## src/dsp_pkg.sv

```systemverilog
// Types, codes and per-character parse functions for the date string parser.
// Used by dsp_core and date_string_parser; no dependencies.
package dsp_pkg;

	localparam int YEAR_W = 7;
	localparam int ACC_W  = 16;

	localparam logic [7:0] CH_ZERO  = 8'h30;
	localparam logic [7:0] CH_NINE  = 8'h39;
	localparam logic [7:0] CH_SLASH = 8'h2f;
	localparam logic [7:0] CH_DOT   = 8'h2e;
	localparam logic [7:0] CH_COLON = 8'h3a;

	localparam logic [ACC_W-1:0] MONTH_MAX = 16'd12;
	localparam logic [ACC_W-1:0] HOUR_MAX  = 16'd24;
	localparam logic [ACC_W-1:0] MIN_MAX   = 16'd59;
	localparam logic [ACC_W-1:0] YEAR_MAX  = 16'd99;
	localparam logic [ACC_W-1:0] YEAR_BASE = 16'd1900;
	localparam logic [ACC_W-1:0] ACC_SAT   = 16'hffff;

	localparam logic [3:0] ERR_NONE        = 4'd0;
	localparam logic [3:0] ERR_MONTH_EXP   = 4'd1;
	localparam logic [3:0] ERR_MONTH_ZERO  = 4'd2;
	localparam logic [3:0] ERR_MONTH_RANGE = 4'd3;
	localparam logic [3:0] ERR_SLASH       = 4'd4;
	localparam logic [3:0] ERR_DAY_EXP     = 4'd5;
	localparam logic [3:0] ERR_DAY_ZERO    = 4'd6;
	localparam logic [3:0] ERR_DAY_RANGE   = 4'd7;
	localparam logic [3:0] ERR_YEAR_EXP    = 4'd8;
	localparam logic [3:0] ERR_YEAR_RANGE  = 4'd9;
	localparam logic [3:0] ERR_HOUR_EXP    = 4'd10;
	localparam logic [3:0] ERR_HOUR_RANGE  = 4'd11;
	localparam logic [3:0] ERR_MIN_EXP     = 4'd12;
	localparam logic [3:0] ERR_MIN_RANGE   = 4'd13;
	localparam logic [3:0] ERR_MIN_24      = 4'd14;
	localparam logic [3:0] ERR_EXTRA       = 4'd15;

	typedef enum logic [2:0] {
		PH_MONTH,
		PH_DAY,
		PH_YEAR,
		PH_HOUR,
		PH_MIN,
		PH_DONE
	} phase_t;

	typedef struct packed {
		phase_t            phase;
		logic [ACC_W-1:0]  acc;
		logic              seen;
		logic [3:0]        month;
		logic [4:0]        day;
		logic [YEAR_W-1:0] year;
		logic              year_given;
		logic [4:0]        hour;
		logic [5:0]        minute;
		logic              time_given;
		logic [3:0]        err;
	} parse_t;

	typedef struct packed {
		logic [3:0]        status;
		logic [3:0]        month;
		logic [4:0]        day;
		logic [YEAR_W-1:0] year;
		logic              has_time;
		logic [4:0]        hour;
		logic [5:0]        minute;
	} res_t;

	localparam parse_t ST_START = parse_t'('0);

	function automatic logic [4:0] month_len(input logic [3:0] m);
		logic [4:0] len;
		case (m)
			4'd1, 4'd3, 4'd5, 4'd7, 4'd8, 4'd10, 4'd12: len = 5'd31;
			4'd4, 4'd6, 4'd9, 4'd11:                     len = 5'd30;
			4'd2:                                        len = 5'd29;
			default:                                     len = 5'd0;
		endcase
		return len;
	endfunction

	function automatic logic [3:0] expected_err(input phase_t ph);
		logic [3:0] e;
		case (ph)
			PH_MONTH: e = ERR_MONTH_EXP;
			PH_DAY:   e = ERR_DAY_EXP;
			PH_YEAR:  e = ERR_YEAR_EXP;
			PH_HOUR:  e = ERR_HOUR_EXP;
			default:  e = ERR_MIN_EXP;
		endcase
		return e;
	endfunction

	function automatic parse_t advance(input parse_t s, input phase_t ph);
		parse_t r;
		r       = s;
		r.phase = ph;
		r.acc   = '0;
		r.seen  = 1'b0;
		return r;
	endfunction

	// Close the current field on a separator or at the end of the string.
	function automatic parse_t field_break(input parse_t s, input logic [7:0] c,
			input logic is_end);
		parse_t           r;
		logic [ACC_W-1:0] v;
		logic [ACC_W-1:0] vy;
		logic             is_slash;
		logic             is_dot;
		logic             is_colon;
		r        = s;
		v        = s.acc;
		vy       = (v > YEAR_BASE) ? v - YEAR_BASE : v;
		is_slash = !is_end && (c == CH_SLASH);
		is_dot   = !is_end && (c == CH_DOT);
		is_colon = !is_end && (c == CH_COLON);
		if (s.phase == PH_DONE) begin
			if (!is_end) r.err = ERR_EXTRA;
		end else if (!s.seen) begin
			r.err = expected_err(s.phase);
		end else begin
			case (s.phase)
				PH_MONTH: begin
					if (v == '0) r.err = ERR_MONTH_ZERO;
					else if (v > MONTH_MAX) r.err = ERR_MONTH_RANGE;
					else begin
						r.month = v[3:0];
						if (is_slash) r = advance(r, PH_DAY);
						else r.err = ERR_SLASH;
					end
				end
				PH_DAY: begin
					if (v == '0) r.err = ERR_DAY_ZERO;
					else if (v > {11'd0, month_len(s.month)}) r.err = ERR_DAY_RANGE;
					else begin
						r.day = v[4:0];
						if (is_end) r = advance(r, PH_DONE);
						else if (is_slash) r = advance(r, PH_YEAR);
						else if (is_dot) begin
							r            = advance(r, PH_HOUR);
							r.time_given = 1'b1;
						end else r.err = ERR_EXTRA;
					end
				end
				PH_YEAR: begin
					if (vy > YEAR_MAX) r.err = ERR_YEAR_RANGE;
					else begin
						r.year       = vy[YEAR_W-1:0];
						r.year_given = 1'b1;
						if (is_end) r = advance(r, PH_DONE);
						else if (is_dot) begin
							r            = advance(r, PH_HOUR);
							r.time_given = 1'b1;
						end else r.err = ERR_EXTRA;
					end
				end
				PH_HOUR: begin
					if (v > HOUR_MAX) r.err = ERR_HOUR_RANGE;
					else begin
						r.hour = v[4:0];
						if (is_end) r = advance(r, PH_DONE);
						else if (is_colon) r = advance(r, PH_MIN);
						else r.err = ERR_EXTRA;
					end
				end
				default: begin
					if (v > MIN_MAX) r.err = ERR_MIN_RANGE;
					else if (s.hour == HOUR_MAX[4:0] && v != '0) r.err = ERR_MIN_24;
					else begin
						r.minute = v[5:0];
						if (is_end) r = advance(r, PH_DONE);
						else r.err = ERR_EXTRA;
					end
				end
			endcase
		end
		return r;
	endfunction

endpackage

```

## src/date_string_parser.sv

```systemverilog
// Top level of the date string parser: input register, result register, year register.
// Depends on dsp_pkg and dsp_core.

// Parses month/day[/year][.hours[:minutes]] strings fed one character per beat,
// with the final character flagged by last_char. Each character is taken into an
// input register and, when it leaves that register, folded into the parse state
// by one multiply-by-ten add and a set of range compares; one character per cycle
// is sustained while the result side does not stall. Exactly one result beat
// leaves per string, registered as its last character leaves the input register.
// A nonzero status carries the first error and zeroes the other fields. current_year
// resets to 0; the user must write it through the cfg port between strings, unchecked.
module date_string_parser import dsp_pkg::*; (
	input  logic              clk,
	input  logic              arst_n,
	input  logic              in_valid,
	output logic              in_stall,
	input  logic [7:0]        character,
	input  logic              last_char,
	output logic              out_valid,
	input  logic              out_stall,
	output logic [3:0]        status,
	output logic [3:0]        month,
	output logic [4:0]        day,
	output logic [YEAR_W-1:0] year,
	output logic              has_time,
	output logic [4:0]        hour,
	output logic [5:0]        minute,
	input  logic              cfg_valid,
	output logic              cfg_ready,
	input  logic [YEAR_W-1:0] cfg_data
);

	logic              valid_s1;
	logic [7:0]        char_s1;
	logic              last_s1;
	logic              go_s1;
	logic [YEAR_W-1:0] cur_year_q;
	res_t              res;
	res_t              res_q;
	logic              out_valid_q;

	assign go_s1     = valid_s1 && !(last_s1 && out_valid_q && out_stall);
	assign in_stall  = valid_s1 && !go_s1;
	assign cfg_ready = 1'b1;

	dsp_core u_core (
		.clk          (clk),
		.arst_n       (arst_n),
		.beat_en      (go_s1),
		.character    (char_s1),
		.last_char    (last_s1),
		.current_year (cur_year_q),
		.result       (res)
	);

	always_ff @(posedge clk or negedge arst_n) begin
		if (!arst_n) begin
			valid_s1 <= 1'b0;
		end else if (in_valid && !in_stall) begin
			valid_s1 <= 1'b1;
		end else if (go_s1) begin
			valid_s1 <= 1'b0;
		end
	end

	always_ff @(posedge clk) begin
		if (in_valid && !in_stall) begin
			char_s1 <= character;
			last_s1 <= last_char;
		end
	end

	always_ff @(posedge clk or negedge arst_n) begin
		if (!arst_n) begin
			cur_year_q <= '0;
		end else if (cfg_valid && cfg_ready) begin
			cur_year_q <= cfg_data;
		end
	end

	always_ff @(posedge clk or negedge arst_n) begin
		if (!arst_n) begin
			out_valid_q <= 1'b0;
		end else if (go_s1 && last_s1) begin
			out_valid_q <= 1'b1;
		end else if (!out_stall) begin
			out_valid_q <= 1'b0;
		end
	end

	always_ff @(posedge clk) begin
		if (go_s1 && last_s1) begin
			res_q <= res;
		end
	end

	assign out_valid = out_valid_q;
	assign status    = res_q.status;
	assign month     = res_q.month;
	assign day       = res_q.day;
	assign year      = res_q.year;
	assign has_time  = res_q.has_time;
	assign hour      = res_q.hour;
	assign minute    = res_q.minute;

`ifndef ASSERT_OFF
	a_err_zero: assert property (@(posedge clk) disable iff (!arst_n)
		out_valid_q && res_q.status != ERR_NONE |-> res_q.month == '0 && res_q.day == '0
			&& res_q.year == '0 && !res_q.has_time && res_q.hour == '0
			&& res_q.minute == '0)
		else $error("error result carries nonzero fields");

	a_no_time: assert property (@(posedge clk) disable iff (!arst_n)
		out_valid_q && !res_q.has_time |-> res_q.hour == '0 && res_q.minute == '0)
		else $error("time fields set without a time part");

	a_s1_hold: assert property (@(posedge clk) disable iff (!arst_n)
		valid_s1 && !go_s1 |=> valid_s1 && $stable(char_s1) && $stable(last_s1))
		else $error("held input beat lost");

	a_out_src: assert property (@(posedge clk) disable iff (!arst_n)
		$rose(out_valid_q) |-> $past(go_s1 && last_s1))
		else $error("result raised without a last character");
`endif

endmodule

```

## src/dsp_core.sv

```systemverilog
// Parse state registers and the per-character update for the date string parser.
// Depends on dsp_pkg.
module dsp_core import dsp_pkg::*; (
	input  logic              clk,
	input  logic              arst_n,
	input  logic              beat_en,
	input  logic [7:0]        character,
	input  logic              last_char,
	input  logic [YEAR_W-1:0] current_year,
	output res_t              result
);

	parse_t      st_q;
	parse_t      mid;
	parse_t      fin;
	parse_t      st_d;
	logic        is_digit;
	logic [19:0] acc_ext;
	logic [19:0] acc_new;

	assign is_digit = (character >= CH_ZERO) && (character <= CH_NINE);
	assign acc_ext  = {4'd0, st_q.acc};
	assign acc_new  = (acc_ext << 3) + (acc_ext << 1) + {16'd0, character[3:0]};

	always_comb begin
		mid = st_q;
		if (st_q.err == ERR_NONE) begin
			if (is_digit && st_q.phase != PH_DONE) begin
				mid.acc  = (|acc_new[19:16]) ? ACC_SAT : acc_new[15:0];
				mid.seen = 1'b1;
			end else begin
				mid = field_break(st_q, character, 1'b0);
			end
		end
		fin = mid;
		if (mid.err == ERR_NONE) fin = field_break(mid, character, 1'b1);
		st_d = last_char ? ST_START : mid;
	end

	always_comb begin
		result = '0;
		result.status = fin.err;
		if (fin.err == ERR_NONE) begin
			result.month    = fin.month;
			result.day      = fin.day;
			result.year     = fin.year_given ? fin.year : current_year;
			result.has_time = fin.time_given;
			result.hour     = fin.time_given ? fin.hour : 5'd0;
			result.minute   = fin.time_given ? fin.minute : 6'd0;
		end
	end

	always_ff @(posedge clk or negedge arst_n) begin
		if (!arst_n) begin
			st_q <= ST_START;
		end else if (beat_en) begin
			st_q <= st_d;
		end
	end

endmodule
```

## config.mk

```make
export PLATFORM = sky130hd
export DESIGN_NAME = date_string_parser
export DESIGN_NICKNAME = d
export VERILOG_FILES = /design/src/dsp_pkg.sv /design/src/date_string_parser.sv /design/src/dsp_core.sv
export SDC_FILE = /design/constraint.sdc
export NUM_CORES = 1
export LEC_CHECK = 0
export BUFFER_PORTS_ARGS = -buffer_cell sky130_fd_sc_hd__buf_2
export CELL_PAD_IN_SITES_DETAIL_PLACEMENT = 0
export CELL_PAD_IN_SITES_GLOBAL_PLACEMENT = 1
export CORE_UTILIZATION = 40
export DETAILED_ROUTE_END_ITERATION = 6
export PLACE_DENSITY = 0.8
export SYNTH_ARGS = -nofsm -noshare
export SYNTH_HDL_FRONTEND = slang
export SYNTH_SLANG_ARGS = --single-unit
```

## constraint.sdc

```tcl
create_clock -name clk -period 19.8 [get_ports clk]
set_clock_uncertainty 0.1 [all_clocks]
set_input_delay 3.96 -clock clk [delete_from_list [all_inputs] [get_ports clk]]
set_output_delay 3.96 -clock clk [all_outputs]
set_load 0.02 [all_outputs]
```

==> results.tsv <==
stage	metric	value	unit
run_status	status	complete, no violations	
min_path	hold_path.class	reg -> reg	
finish	n_antenna_cell	0	
critical_path	r2r_setup_slack	11.65	ns
clocking	cts_resized	0	
clocking	post_cts_buffers	0	
critical_path	arrival	4.42	ns
finish	final_cells	1352	
critical_path	worstSetupPathType	in -> out	
synth	synth_edf_count	41	
clocking	clk_path_buf_depth	2	
route	num_vias	8592	
finish	final_cell_mix	104 x nand2_1, 92 x nor2_1, 81 x o21ai_0	
critical_path	end_kind	output pin	
grt	grt_max_degree	63	
critical_path	r2r_start	u_core.acc_ext[0]	
synth	ys_warn_count	0	
route	dr.pass1.iters	5	
floorplan	pin_count	56	
critical_path	slowest_stage	buf_2	
grt	grt_use_total	0.2616	
synth	synth-compound-area-share	0.2767	
synth	synth_xor_xnor_area_share	0.02380	
clocking	cts_tree	done	
finish	nNetsFinal	1142	
synth	async_flop_share	0.6019	
clocking	clock_latency	0.36	ns
floorplan	die_w	150.6	um
synth	syn_nets	1127	
sta	period_needed	8.478	ns
critical_path	worst-r2r-cell-count	21	
finish	final_common_cell	nand2_1	
clocking	numCtsBuffers	9	
synth	syn-cell-area	8832	um2
synth	synthMuxAreaShare	0.03938	
critical_path	crit_end	in_stall	
sta	rsz0062_at_grt	no	
synth	synth-adder-area-share	0.07111	
sta	slew_headroom	0.2889	
critical_path	r2r-end	year[3]	
placed_design	place_congestion	0.9283	
synth	synthSimpleGateAreaFrac	0.2296	
synth	ys_seq_area_frac	0.3151	
route	viasPerCell	6.355	
synth	synth_top_family_by_area	compound AO/OA/AOI/OAI gates	
sta	min_period_over_period	0.4282	
grt	grt_pass1_wl	45.27	mm
pwr	leakagePower	3.933	nW
placed_design	dp_hpwl	21.15	mm
synth	synthDistinctLibCells	86	
sta	tns	0	ns
synth	avgSynthCellArea	8.356	um2
synth	ys.flop_type	dfrtp_1	
finish	area_delta_synth_final	9.038	%
clocking	cts_root_buffer	clkbuf_16	
clocking	cts_hold_buf	0	
critical_path	worst_path_largest_cell_delay	0.16	ns
grt	antenna_found_initial	0	
sta	tightest_slew	1.057	ns
route	drt_wl_total	28.98	mm
floorplan	core-area	21350	um2
clocking	htree_levels	3	
synth	synth-seq-cells	103	
sta	final_max_slew_viol_count	0	
sta	setup_viol	0	
floorplan	rows	53	
placed_design	io_buffers	54	
critical_path	critPathMaxFanout	3	
critical_path	cp_cell_sequence	buf_2 > nand4_1 > inv_1 > buf_2	
sta	fmax	118.0	MHz
floorplan	initial_core_util	0.4136	
route	ant_nets	0	
synth	syn_inst	1057	
route	initialDrtViolationCount	783	
critical_path	cp_common_cell	buf_2	
run	maxCapViolations	0	
critical_path	worstSetupStartpointType	primary input	
grt	grt_pass1_vias	8067	
critical_path	required	15.74	ns
route	wl_per_cell	21.44	um
clocking	clock-sinks	103	
pwr	power.density	70.16	nW/um2
route	drc_errors	0	
placed_design	dp.cells	1336	
floorplan	dieHeight	150.6	um
floorplan	die_area	22680	um2
finish	drive_above_1_share	0.1170	
pwr	peakVddDrop	0.00004691	V
clocking	cts.clk_slew.worst_paths	0.08	ns
critical_path	setup.worst_path.start	out_stall	
sta	finalHoldViolCount	0	
grt	gr-total-overflow	0	
## stage by stage
| step | cell area [um2] | hold WS [ns] | worst slack [ns] | power [W] | util |
|---|---|---|---|---|---|
| floorplan | 8832 | 0.3496 | 11.50 | 0.0004107 | - |
| global placement | 9294 | 0.3699 | 11.32 | 0.0004763 | 0.4353 |
| detailed placement | 9294 | 0.3784 | 11.32 | 0.0004758 | 0.4353 |
| CTS | 9630 | 0.3928 | 11.31 | 0.0006746 | 0.4510 |
| global route | 9630 | 0.4205 | 11.27 | 0.0007073 | 0.4510 |
| finish | 9630 | 0.3925 | 11.32 | 0.0006757 | 0.4510 |
## kinds of logic (layout without fill, tap and decap cells)
family                     Yosys count  count (layout)
and+or+nand+nor                    402             402
xor gates and xnor gates            24              24
AOI/OAI and AO/OA                  353             353
DFF                                103             103
adders and majority gates           49              49
muxes                               33              33
buffers and inverters               92             112
other                                1               1
## cell usage after synthesis, drive strengths merged, types with 11 or more instances
master / n / area [um2]
ha: 47 / 588.1
nor4: 24 / 150.1
a21oi: 60 / 300.3
nand3: 29 / 145.1
nand4: 15 / 93.84
and2: 14 / 87.58
o211ai: 17 / 132.6
nor3: 42 / 220.2
o21ai: 90 / 457.9
mux2i: 19 / 190.2
a22oi: 14 / 105.1
nor2: 92 / 345.3
nand2: 104 / 390.4
a211oi: 18 / 145.1
a22o: 12 / 105.1
edfxtp: 41 / 1231
clkbuf: 45 / 172.7
mux2: 14 / 157.7
or3: 11 / 68.82
inv: 26 / 97.59
o22ai: 18 / 112.6
a21o: 16 / 120.1
nand2b: 11 / 68.82
xnor2: 16 / 140.1
dfrtp: 62 / 1551
a31oi: 22 / 137.6
buf: 21 / 117.6
## cell type report
class / instances / area (um2)
clock inverters: 5 / 61.31
repair buffers: 70 / 390.4
multi-input cells: 862 / 5679
well taps: 275 / 344.1
fillers: 2137 / 11720
inverters: 26 / 97.59
flip-flops and latches: 103 / 2783
clock buffers: 11 / 275.3
## where the power goes
group	leakage, nW	switching (W)	internal (W)
Combinational	2.53	0.000147	0.0000758
Sequential	1.24	0.0000164	0.000238
Clock	0.164	0.0000933	0.000105
Total	3.93	0.000257	0.000419
## state kept, by name, summed over array words and instances (netlist names)
name and cells:
u_core.st_q 37, u_core.acc_ext 16, char_s1 8, cur_year_q 7, year 7, minute 6
day 5, hour 5, month 4, status 4, has_time 1, last_s1 1
out_valid 1, valid_s1 1
## layer usage
layer,share of wire,global-route usage
met1,0.45,0.3650
met2,0.44,0.4014
met3,0.067,0.04273
met4,0.035,0.1045
met5,0,0
## how the worst min path moves through the flow
| stage | start | endpoint | slack [ns] | cells after the start |
|---|---|---|---|---|
| 4_1_cts | u_core.st_q[26] | u_core.st_q[26] | 0.39 | 2 |
| 6_report | u_core.st_q[26] | u_core.st_q[26] | 0.39 | 2 |
| 5_1_grt | u_core.st_q[4] | u_core.st_q[4] | 0.42 | 2 |
| 3_3_place_gp | u_core.st_q[26] | u_core.st_q[26] | 0.37 | 2 |
| 3_5_place_dp | u_core.st_q[26] | u_core.st_q[26] | 0.38 | 2 |
| 2_1_floorplan | u_core.st_q[24] | u_core.st_q[24] | 0.35 | 2 |
## worst max-delay path: cells and delay by family
kind                   cells  cell delay (ns)
buffers and inverters      3             0.34
and+or+nand+nor            1             0.12
Power figures use the tool's default switching activity.
